[src/cha_pkg.sv]
`timescale 1ns / 1ps

package cha_pkg;

  localparam int TABLE_DEPTH_DEF = 256;
  localparam int IDX_OUT_W       = 8;

  localparam logic FUNC_DEPOSIT   = 1'b0;
  localparam logic FUNC_END_EVENT = 1'b1;

  typedef enum logic [1:0] {
    ST_IDLE,
    ST_SCAN,
    ST_UPDATE,
    ST_EMIT
  } cha_state_t;

  // Search token handed from cell to cell along the key chain.
  typedef struct packed {
    logic active;
    logic found;
  } cha_tok_t;

  typedef struct packed {
    logic [31:0] cell_key;
    logic [15:0] origin_id;
  } cha_key_t;

  typedef struct packed {
    logic [31:0]        energy;
    logic [23:0]        time_val;
    logic [15:0]        particle;
    logic signed [55:0] wx;
    logic signed [55:0] wy;
    logic signed [55:0] wz;
  } cha_entry_t;

  typedef struct packed {
    logic [23:0] track_num;
    logic [23:0] parent_track_num;
  } cha_trk_t;

  typedef struct packed {
    logic [IDX_OUT_W-1:0] entry_index;
    logic                 created_new;
    logic                 table_full;
    logic [31:0]          total_energy;
    logic [23:0]          earliest_time;
    logic [15:0]          earliest_particle;
    logic signed [55:0]   weighted_x;
    logic signed [55:0]   weighted_y;
    logic signed [55:0]   weighted_z;
  } cha_res_t;

  function automatic logic [31:0] sat_add_energy(logic [31:0] a, logic [23:0] b);
    logic [32:0] s;
    s = {1'b0, a} + {9'b0, b};
    return s[32] ? 32'hFFFF_FFFF : s[31:0];
  endfunction

  function automatic logic signed [55:0] sat_add_w(logic signed [55:0] a,
                                                   logic signed [55:0] b);
    logic [56:0] s;
    s = {a[55], a} + {b[55], b};
    if (s[56] != s[55]) begin
      return s[56] ? {1'b1, 55'b0} : {1'b0, {55{1'b1}}};
    end
    return s[55:0];
  endfunction

  // Unsigned energy times signed position, sign-extended to the sum width.
  function automatic logic signed [55:0] weight(logic [23:0] e, logic signed [23:0] p);
    logic signed [48:0] prod;
    prod = $signed({1'b0, e}) * p;
    return {{7{prod[48]}}, prod};
  endfunction

endpackage

[src/cha_cell.sv]
`timescale 1ns / 1ps

module cha_cell #(
  parameter int DEPTH = cha_pkg::TABLE_DEPTH_DEF,
  parameter int INDEX = 0,
  localparam int IW = $clog2(DEPTH),
  localparam int FW = $clog2(DEPTH + 1)
) (
  input  logic             clk,
  input  logic             rst_n,
  input  cha_pkg::cha_tok_t tok_in,
  input  logic [IW-1:0]    idx_in,
  output cha_pkg::cha_tok_t tok_out,
  output logic [IW-1:0]    idx_out,
  input  cha_pkg::cha_key_t query,
  input  logic [FW-1:0]    fill_count,
  input  logic             key_wr_en
);

  cha_pkg::cha_key_t key_r;
  cha_pkg::cha_tok_t tok_r, tok_nxt;
  logic [IW-1:0]     idx_r, idx_nxt;
  logic              slot_live;
  logic              hit;

  // Slots are opened in order, so a slot holds a live key exactly when it
  // lies below the fill count.
  assign slot_live = FW'(INDEX) < fill_count;
  assign hit = tok_in.active && !tok_in.found && slot_live && (key_r == query);

  always_comb begin
    tok_nxt.active = tok_in.active;
    tok_nxt.found  = tok_in.found | hit;
    idx_nxt        = hit ? IW'(INDEX) : idx_in;
  end

  always_ff @(posedge clk) begin
    if (key_wr_en && (fill_count == FW'(INDEX))) begin
      key_r <= query;
    end
  end

  always_ff @(posedge clk) begin
    if (!rst_n) begin
      tok_r <= '0;
    end else begin
      tok_r <= tok_nxt;
    end
    idx_r <= idx_nxt;
  end

  assign tok_out = tok_r;
  assign idx_out = idx_r;

endmodule

[config.mk]
export PLATFORM = sky130hd
export DESIGN_NAME = cha_cell
export DESIGN_NICKNAME = d
export VERILOG_FILES = /design/src/cha_pkg.sv /design/src/cha_cell.sv
export SDC_FILE = /design/constraint.sdc
export NUM_CORES = 1
export LEC_CHECK = 0
export BUFFER_PORTS_ARGS = -buffer_cell sky130_fd_sc_hd__buf_4
export CORE_MARGIN = 1
export CORE_UTILIZATION = 56
export CTS_BUF_LIST = sky130_fd_sc_hd__clkbuf_8
export DETAILED_ROUTE_END_ITERATION = 10
export PLACE_DENSITY = 0.87
export SLEW_MARGIN = 15
export SYNTH_ARGS = -nofsm -noshare
export SYNTH_HDL_FRONTEND = slang
export SYNTH_SLANG_ARGS = --single-unit
[constraint.sdc]
create_clock -name clk -period 9.1 [get_ports clk]
set_clock_uncertainty 0.1 [all_clocks]
set_input_delay 0.91 -clock clk [delete_from_list [all_inputs] [get_ports clk]]
set_output_delay 0.91 -clock clk [all_outputs]
set_load 0.01 [all_outputs]
==> metrics.yaml, run 1 <==
grt_pass1_wl_mm: 8.16
viasPerCell: 5.55
p_switching_mw: 0.120
synth.cell_area_um2: 2500
rsz0062_at_grt: "no"
p_seq_frac: 0.501
clock-root-buffer: "clkbuf_8"
wirelength_mm: 5.28
pre_cts_slack_ps: 6520
drt-wirelength-per-cell_um: 16.9
swShare: 0.207
power_density_nw_per_um2: 172
required_ps: 8960
initial_utilization: 0.603
slowest_delay_ps: 500
drt_iter0_drc: 117
clockBufferDepth: 2
synth_flop_cell: "edfxtp_1"
core_um2: 4140
synth_top_area_cell: "edfxtp_1"
min_path_type: "in2reg"
postRouteAntennaNets: 0
synth_cell_type_count: 21
muxShareOfSynthArea: 0
crit_fanout: 48
die_h_um: 68.8
slowest_stage: "buf_4"
synth_top_family_by_area: "XOR/XNOR gates"
critPathMostFrequentCell: "buf_4"
outcome: "finished, final reports clean"
worst_slack_ps: 6870
setup_tns_ps: 0
hpwl_mm: 4.00
setup_violations: 0
crit_family: "buffers and inverters"
gp_congestion: 0.732
ir_drop_mv: 0.168
leakage_nw: 1.26
relSlewSlack: 0.610
area.growth.synth_to_final_pct: 34.6
fillers: 251
cts_tree: "done"
track_usage: 0.257
path_buf_inv: 2
r2r_end: "idx_out[1]"
clk_latency_ps: 340
hold_start: "query[39]"
reg2reg_depth: 4
p_int_mw: 0.459
hold_ws_ps: 665
first_pass_iters: 4
synth_compound_area_frac: 0.0320
synth.area.top_cells: "edfxtp_1 (58%), xnor2_1 (16%), dfxtp_1 (8.0%), nand4_1 (4.8%), a41oi_1 (2.8%)"
nNetsFinal: 328
synth_area_per_cell_um2: 14.9
cts_hold_buf: 0
cts_num_sinks: 58
num_rows: 23
cts.htree.levels: 3
finalCritPeriodShare: 0.245
num_vias: 1736
ys_seq_area_frac: 0.657
clk_pin_slew_worst_paths_ps: 70
cp-end-kind: "register"
die_area_um2: 4730
chipWidth_um: 68.8
antenna_cells: 0
drv_cap: 0
worstPathCellList: "buf_4 -> nor4_1 -> nand3_1 -> nor2_4 -> buf_4"
hold_end: "key_r[39]"
fin_crit_ps: 2230
synth-edff-count: 48
numCtsBuffers: 9
syn_nets: 238
port_buffers: 79
cts_setup_buffers: 0
power_frac_clock: 0.405
netlist_instances: 168
fmax_ghz: 0.449
reg2reg_setup_slack_ps: 7260
worstPathArrival_ps: 2090
ys_async_sr_fraction: 0
ys_ff_latch: 58
grt_max_degree: 49
overflow: 0
finalHoldViolCount: 0
yosys.area_share.simple: 0.128
start_kind: "primary input"
synth_adder_area_share: 0
drc_errors: 0
finalMaxSlewViolations: 0
synthXorXnorAreaFrac: 0.168
antenna_found_initial: 0
cts-resized-gates: 0
reg2reg_from: "key_r[12]"
crit_type: "in2reg"
layout-drive-gt1-share: 0.369
worstMarginPinSlew_ps: 585
total_power_mw: 0.580
grt_pass1_vias: 1753
hold_depth: 1
io_pins: 80
ys_warn_count: 0
p_comb_frac: 0.094
synth_top_area_frac: 0.577
==> flip-flops by register name, indices dropped and copies added (netlist names) <==
register and flops:
key_r 48, idx_out 8, tok_out 2
==> power by group through the flow <==
| stage | registers (mW) | logic (mW) | clock network, mW |
|---|---|---|---|
| floorplan | 0.297 | 0.0175 | 0 |
| global placement | 0.296 | 0.0532 | 0 |
| detailed placement | 0.296 | 0.0545 | 0 |
| CTS | 0.290 | 0.0550 | 0.238 |
| global route | 0.290 | 0.0592 | 0.250 |
| finish | 0.290 | 0.0547 | 0.235 |
==> cell families (layout without fill, tap and decap cells) <==
family          count (synthesis)  count (layout)
compound gates                  9               9
simple gates                   43              43
flops                          58              58
xor+xnor                       48              48
buf+inv                        10             105
==> Yosys cell counts (2+ instances only) <==
master / n
edfxtp_1: 48
xnor2_1: 45
nand4_1: 19
dfxtp_1: 10
inv_1: 9
a41oi_1: 8
nand4b_1: 3
nor4_1: 3
nor4_4: 3
xor2_1: 3
and2_1: 2
nand3_1: 2
nand3b_1: 2
nor2_1: 2
nor3_1: 2
nor4b_1: 2
==> routing by layer <==
metal  share of wire  routed length [um]  GRT usage
met3           0.067                 352     0.0789
met4           0.016                  87      0.120
met2            0.51                2700      0.425
met5               0                   0          0
met1            0.40                2130      0.307
==> cell usage in the layout (no fill, tap or decap), types with 2 or more instances in the layout <==
cell type	count
clkbuf_8	11
nor3_1	2
nand4b_1	3
and2_1	2
edfxtp_1	48
inv_1	11
a41oi_1	8
nand4_1	19
buf_4	80
dfxtp_1	10
nor4b_1	2
nor4_1	3
nand3b_1	2
nand3_1	2
xor2_1	3
xnor2_1	45
nor4_4	3
==> how the worst max path moves through the flow <==
stage	startpoint	end	slack, ps	depth (start not counted)
2_1_floorplan	fill_count[6]	key_r[0]	5220	3
3_3_place_gp	fill_count[6]	key_r[27]	6520	5
3_5_place_dp	fill_count[6]	key_r[40]	6520	5
4_1_cts	fill_count[6]	key_r[22]	6860	5
5_1_grt	fill_count[6]	key_r[22]	6770	5
6_report	fill_count[6]	key_r[1]	6870	5
==> metrics by stage <==
step           instance area [um2]  std cells   util
2_1_floorplan                 2500        168      -
6_report                      3360        313  0.812
3_5_place_dp                  3170        297  0.764
5_1_grt                       3360        313  0.812
4_1_cts                       3360        313  0.812
3_3_place_gp                  3170        297  0.764
==> layout make-up <==
class	instances	area, um2	share of cell area
sequential	58	1640	0.488
multi-input combinational	100	827	0.246
timing repair buffer	80	601	0.179
clock buffer	11	151	0.0450
tap	50	62.6	0.0186
clock inverter	5	46.3	0.0138
inverter	9	33.8	0.0100
Power figures use the tool's default switching activity.
==> run 2: changes to the inputs <==
CORE_UTILIZATION = 47   (was 56)
PLACE_DENSITY = 0.78   (was 0.87)
clock period = 2 ns   (was 9.1 ns; I/O delays follow)
==> run 2 against run 1 <==
Compared with the run above:
- total power rose to 4.4 times the previous value
- non-clock buffer count up 56
- die area increased by 19%
- clock-buffer cell count unchanged
- sequential share of layout area is 7.0 points lower
- final cell count up 24%
- largest cell class unchanged
- flip-flop and latch count stayed put
- critical path type unchanged
- clock power increased to 3.9 times the previous value
==> metrics.yaml, run 2 (synthesis gave the netlist of run 1 again) <==
outcome: "finished, final reports clean"
setup_violations: 0
drt_iter0_drc: 95
leakage_nw: 1.50
layout-drive-gt1-share: 0.310
chipWidth_um: 74.9
largest_reg_flops: 48
final_common_cell: "buf_4"
num_vias: 1923
finalHoldViolCount: 0
relSlewSlack: 0.738
viasPerCell: 4.94
cp-end-kind: "register"
rsz0062_at_grt: "no"
clk_latency_ps: 330
overflow: 0
power_density_nw_per_um2: 656
numCtsBuffers: 9
largest-register: "key_r"
drt-wirelength-per-cell_um: 16.1
crit_type: "in2reg"
setup_tns_ps: 0
die_h_um: 74.9
io_pins: 80
initial_utilization: 0.489
cts_tree: "done"
drc_errors: 0
cts.htree.levels: 3
fmax_ghz: 0.527
first_pass_iters: 4
reg2reg_depth: 5
antenna_cells: 0
nNetsFinal: 384
core_um2: 5110
min_path_type: "in2reg"
finalCritPeriodShare: 0.948
cts-resized-gates: 0
grt_max_degree: 40
hpwl_mm: 3.99
start_kind: "primary input"
ir_drop_mv: 0.535
clk_pin_slew_worst_paths_ps: 60
postRouteAntennaNets: 0
crit_fanout: 7
port_buffers: 79
clockBufferDepth: 2
finalMaxSlewViolations: 0
hold_depth: 3
clock-root-buffer: "clkbuf_8"
num_rows: 26
wirelength_mm: 6.26
area.growth.synth_to_final_pct: 57.0
fillers: 303
cts_num_sinks: 58
gp_congestion: 0.747
fin_crit_ps: 1900
grt_pass1_vias: 1985
total_power_mw: 2.57
required_ps: 2080
drv_cap: 0
layout_common_cells: "buf_4 (83), dlygate4sd3_1 (52), edfxtp_1 (48)"
antenna_found_initial: 0
grt_pass1_wl_mm: 9.37
worstPathArrival_ps: 1980
die_area_um2: 5610
worstMarginPinSlew_ps: 387
track_usage: 0.242
-- run 2: layout make-up --
type / count / area, um2 / area share
clock inverters: 5 / 18.8 / 0.00478
flip-flops and latches: 58 / 1640 / 0.418
well taps: 70 / 87.6 / 0.0223
repair buffers: 136 / 1160 / 0.297
inverters: 9 / 33.8 / 0.00861
multi-input cells: 100 / 827 / 0.211
clock buffers: 11 / 151 / 0.0386
-- run 2: worst max-delay path: stages --
cell and delay [ps]:
dlygate4sd3_1 540, buf_4 150, xnor2_1 260, nand4_1 200, nor4_4 330, buf_4 190, a41oi_1 120
-- run 2: where the power goes --
group	leakage (nW)	switching, mW	total, mW	internal, mW
registers	0.515	0.00438	1.32	1.32
logic	0.876	0.124	0.335	0.212
clock network	0.106	0.422	0.917	0.495
-- run 2: path summary, 6_finish.rpt --
kind,start,to,slack [ps]
max,query[37],idx_out[6],100
min,idx_in[2],idx_out[2],8
max reg2reg,key_r[16],idx_out[5],280
min reg2reg,key_r[26],tok_out[0],670
-- run 2: per-layer routing --
layer  vias up  GRT usage  routed length, um
met5         -          0                  0
met1       907      0.280               2560
met4         0      0.130                125
met2        62      0.430               3340
li1        939          -                  -
met3        15     0.0388                233
-- run 2: repair_timing --
action,in CTS,in global routing
endpoints found under the setup margin,0,8
buffers inserted,0,3
hold endpoints to repair,52,0
hold buffers,52,0
-- run 2: through the flow --
step / setup slack, ps / instances / hold slack, ps / util / cell area, um2
floorplan: 128 / 168 / 199 / - / 2510
global placement: 271 / 318 / 295 / 0.629 / 3210
detailed placement: 163 / 318 / 296 / 0.629 / 3210
CTS: 42.3 / 386 / 2.08 / 0.764 / 3900
global route: 31.3 / 389 / 27.9 / 0.768 / 3920
finish: 104 / 389 / 8.17 / 0.768 / 3920
==> run 3: changes to the inputs <==
REMOVE_ABC_BUFFERS = 1   (was default)
==> run 3 against run 2 <==
Compared with the run above:
- total power fell by 2.7%
- utilization fell by 0.71 points
- global-route usage down 1.2 points
- first-iteration DRC count is 91% higher
- critical path depth did not move
- fmax grew 1.1%
- final cell count is 0.51% lower
- sequential power about the same
- die area is the same
- flip-flop and latch count unchanged
- combinational power is essentially flat
- setup slack better by 20 ps
- critical endpoint is now idx_out[5]
- largest power group unchanged
==> metrics.yaml, run 3 (synthesis gave the netlist of run 1 again) <==
layout_common_cells: "buf_4 (83), dlygate4sd3_1 (50), edfxtp_1 (48)"
reg2reg_from: "key_r[8]"
io_pins: 80
num_rows: 26
antenna_found_initial: 0
drv_cap: 0
grt_pass1_wl_mm: 9.15
area.growth.synth_to_final_pct: 55.6
wirelength_met1_mm: 2.55
relSlewSlack: 0.734
clock-root-buffer: "clkbuf_8"
r2r_end: "idx_out[5]"
largest_reg_flops: 48
finalHoldViolCount: 0
setup_violations: 0
chipWidth_um: 74.9
first_pass_iters: 5
hold_end: "idx_out[0]"
leakage_nw: 1.48
cts_tree: "done"
die_area_um2: 5610
port_buffers: 79
top_layer: "met4"
gp_congestion: 0.741
wl_met3_um: 302
finalMaxSlewViolations: 0
crit_type: "in2reg"
fillers: 321
multi_input_area_um2: 827
crit_fanout: 8
drc_errors: 0
wirelength_mm: 6.14
die_h_um: 74.9
finalCritPeriodShare: 0.938
grt_max_degree: 34
postRouteAntennaNets: 0
rsz0062_at_grt: "no"
drt_iter0_drc: 181
grt_pass1_vias: 1978
cp-end-kind: "register"
clk_pin_slew_worst_paths_ps: 60
viasPerCell: 5.05
reg2reg_setup_slack_ps: 320
clk_latency_ps: 330
worstPathArrival_ps: 1950
core_um2: 5110
hpwl_mm: 4.03
start_kind: "primary input"
fmax_ghz: 0.533
fin_crit_ps: 1880
min_path_type: "in2reg"
power_density_nw_per_um2: 644
cts_num_sinks: 58
reg2reg_depth: 5
cts-resized-gates: 0
overflow: 0
numCtsBuffers: 9
drt-wirelength-per-cell_um: 15.9
hold_depth: 3
layout-drive-gt1-share: 0.315
setup_tns_ps: 0
pre_cts_slack_ps: 226
num_vias: 1956
cts.htree.levels: 3
track_usage: 0.230
final_common_cell: "buf_4"
antenna_cells: 0
worst_slack_ps: 124
ir_drop_mv: 0.426
clockBufferDepth: 2
hold_start: "idx_in[0]"
nNetsFinal: 382
initial_utilization: 0.489
outcome: "finished, final reports clean"
total_power_mw: 2.50
required_ps: 2070
wl_met2_mm: 3.11
seq_area_um2: 1640
largest-register: "key_r"
worstMarginPinSlew_ps: 399
setup.worst_path.start: "query[28]"
-- run 3: cell count changes in the layout (fill, tap and decap cells not counted), sizes merged --
cell / before / now
inv: 14 / 12
clkbuf: 11 / 9
clkinv: 0 / 4
dlygate4sd3: 52 / 50
-- run 3: worst max-delay path, stage by stage --
cell and delay [ps]:
dlygate4sd3_1 560, buf_4 150, xnor2_1 240, nand4_1 180, nor4_4 300, buf_4 190
a41oi_1 120
-- run 3: where the power goes --
part	total (mW)	switching, mW	internal [mW]
Sequential	1.32	0.00399	1.32
Combinational	0.333	0.124	0.209
Clock	0.850	0.426	0.424
Total	2.50	0.554	1.95
-- run 3: final cells by class --
class,count,share of cell area
flip-flops and latches,58,0.422
multi-input cells,100,0.213
repair buffers,134,0.294
clock inverters,7,0.00772
well taps,70,0.0225
clock buffers,9,0.0319
inverters,9,0.00869
-- run 3: worst max path at each step --
stage / slack, ps / cells after the start / endpoint
final: 120 / 7 / idx_out[5]
after floorplan: -1170 / 3 / key_r[0]
after global placement: 290 / 4 / idx_out[5]
after global routing: 50 / 7 / idx_out[3]
after CTS: 60 / 6 / idx_out[5]
after detailed placement: 230 / 4 / idx_out[5]
-- run 3: layer usage --
layer	vias to the layer above	global-route usage
li1	936	-
met1	914	0.275
met2	86	0.391
met3	20	0.0455
met4	0	0.130
met5	-	0
-- run 3: what timing repair did --
action	CTS	global route
hold buffers	50	0
endpoints found under the setup margin	0	8
buffers inserted	0	3
hold endpoints to repair	49	0
-- run 3: metrics by stage --
| step | instance area (um2) | util | hold WS (ps) | std cells |
|---|---|---|---|---|
| floorplan | 2490 | - | 199 | 167 |
| global placement | 3210 | 0.629 | 295 | 318 |
| detailed placement | 3210 | 0.629 | 296 | 318 |
| CTS | 3860 | 0.757 | 3.96 | 384 |
| global route | 3890 | 0.761 | 8.40 | 387 |
| finish | 3890 | 0.761 | 12.5 | 387 |
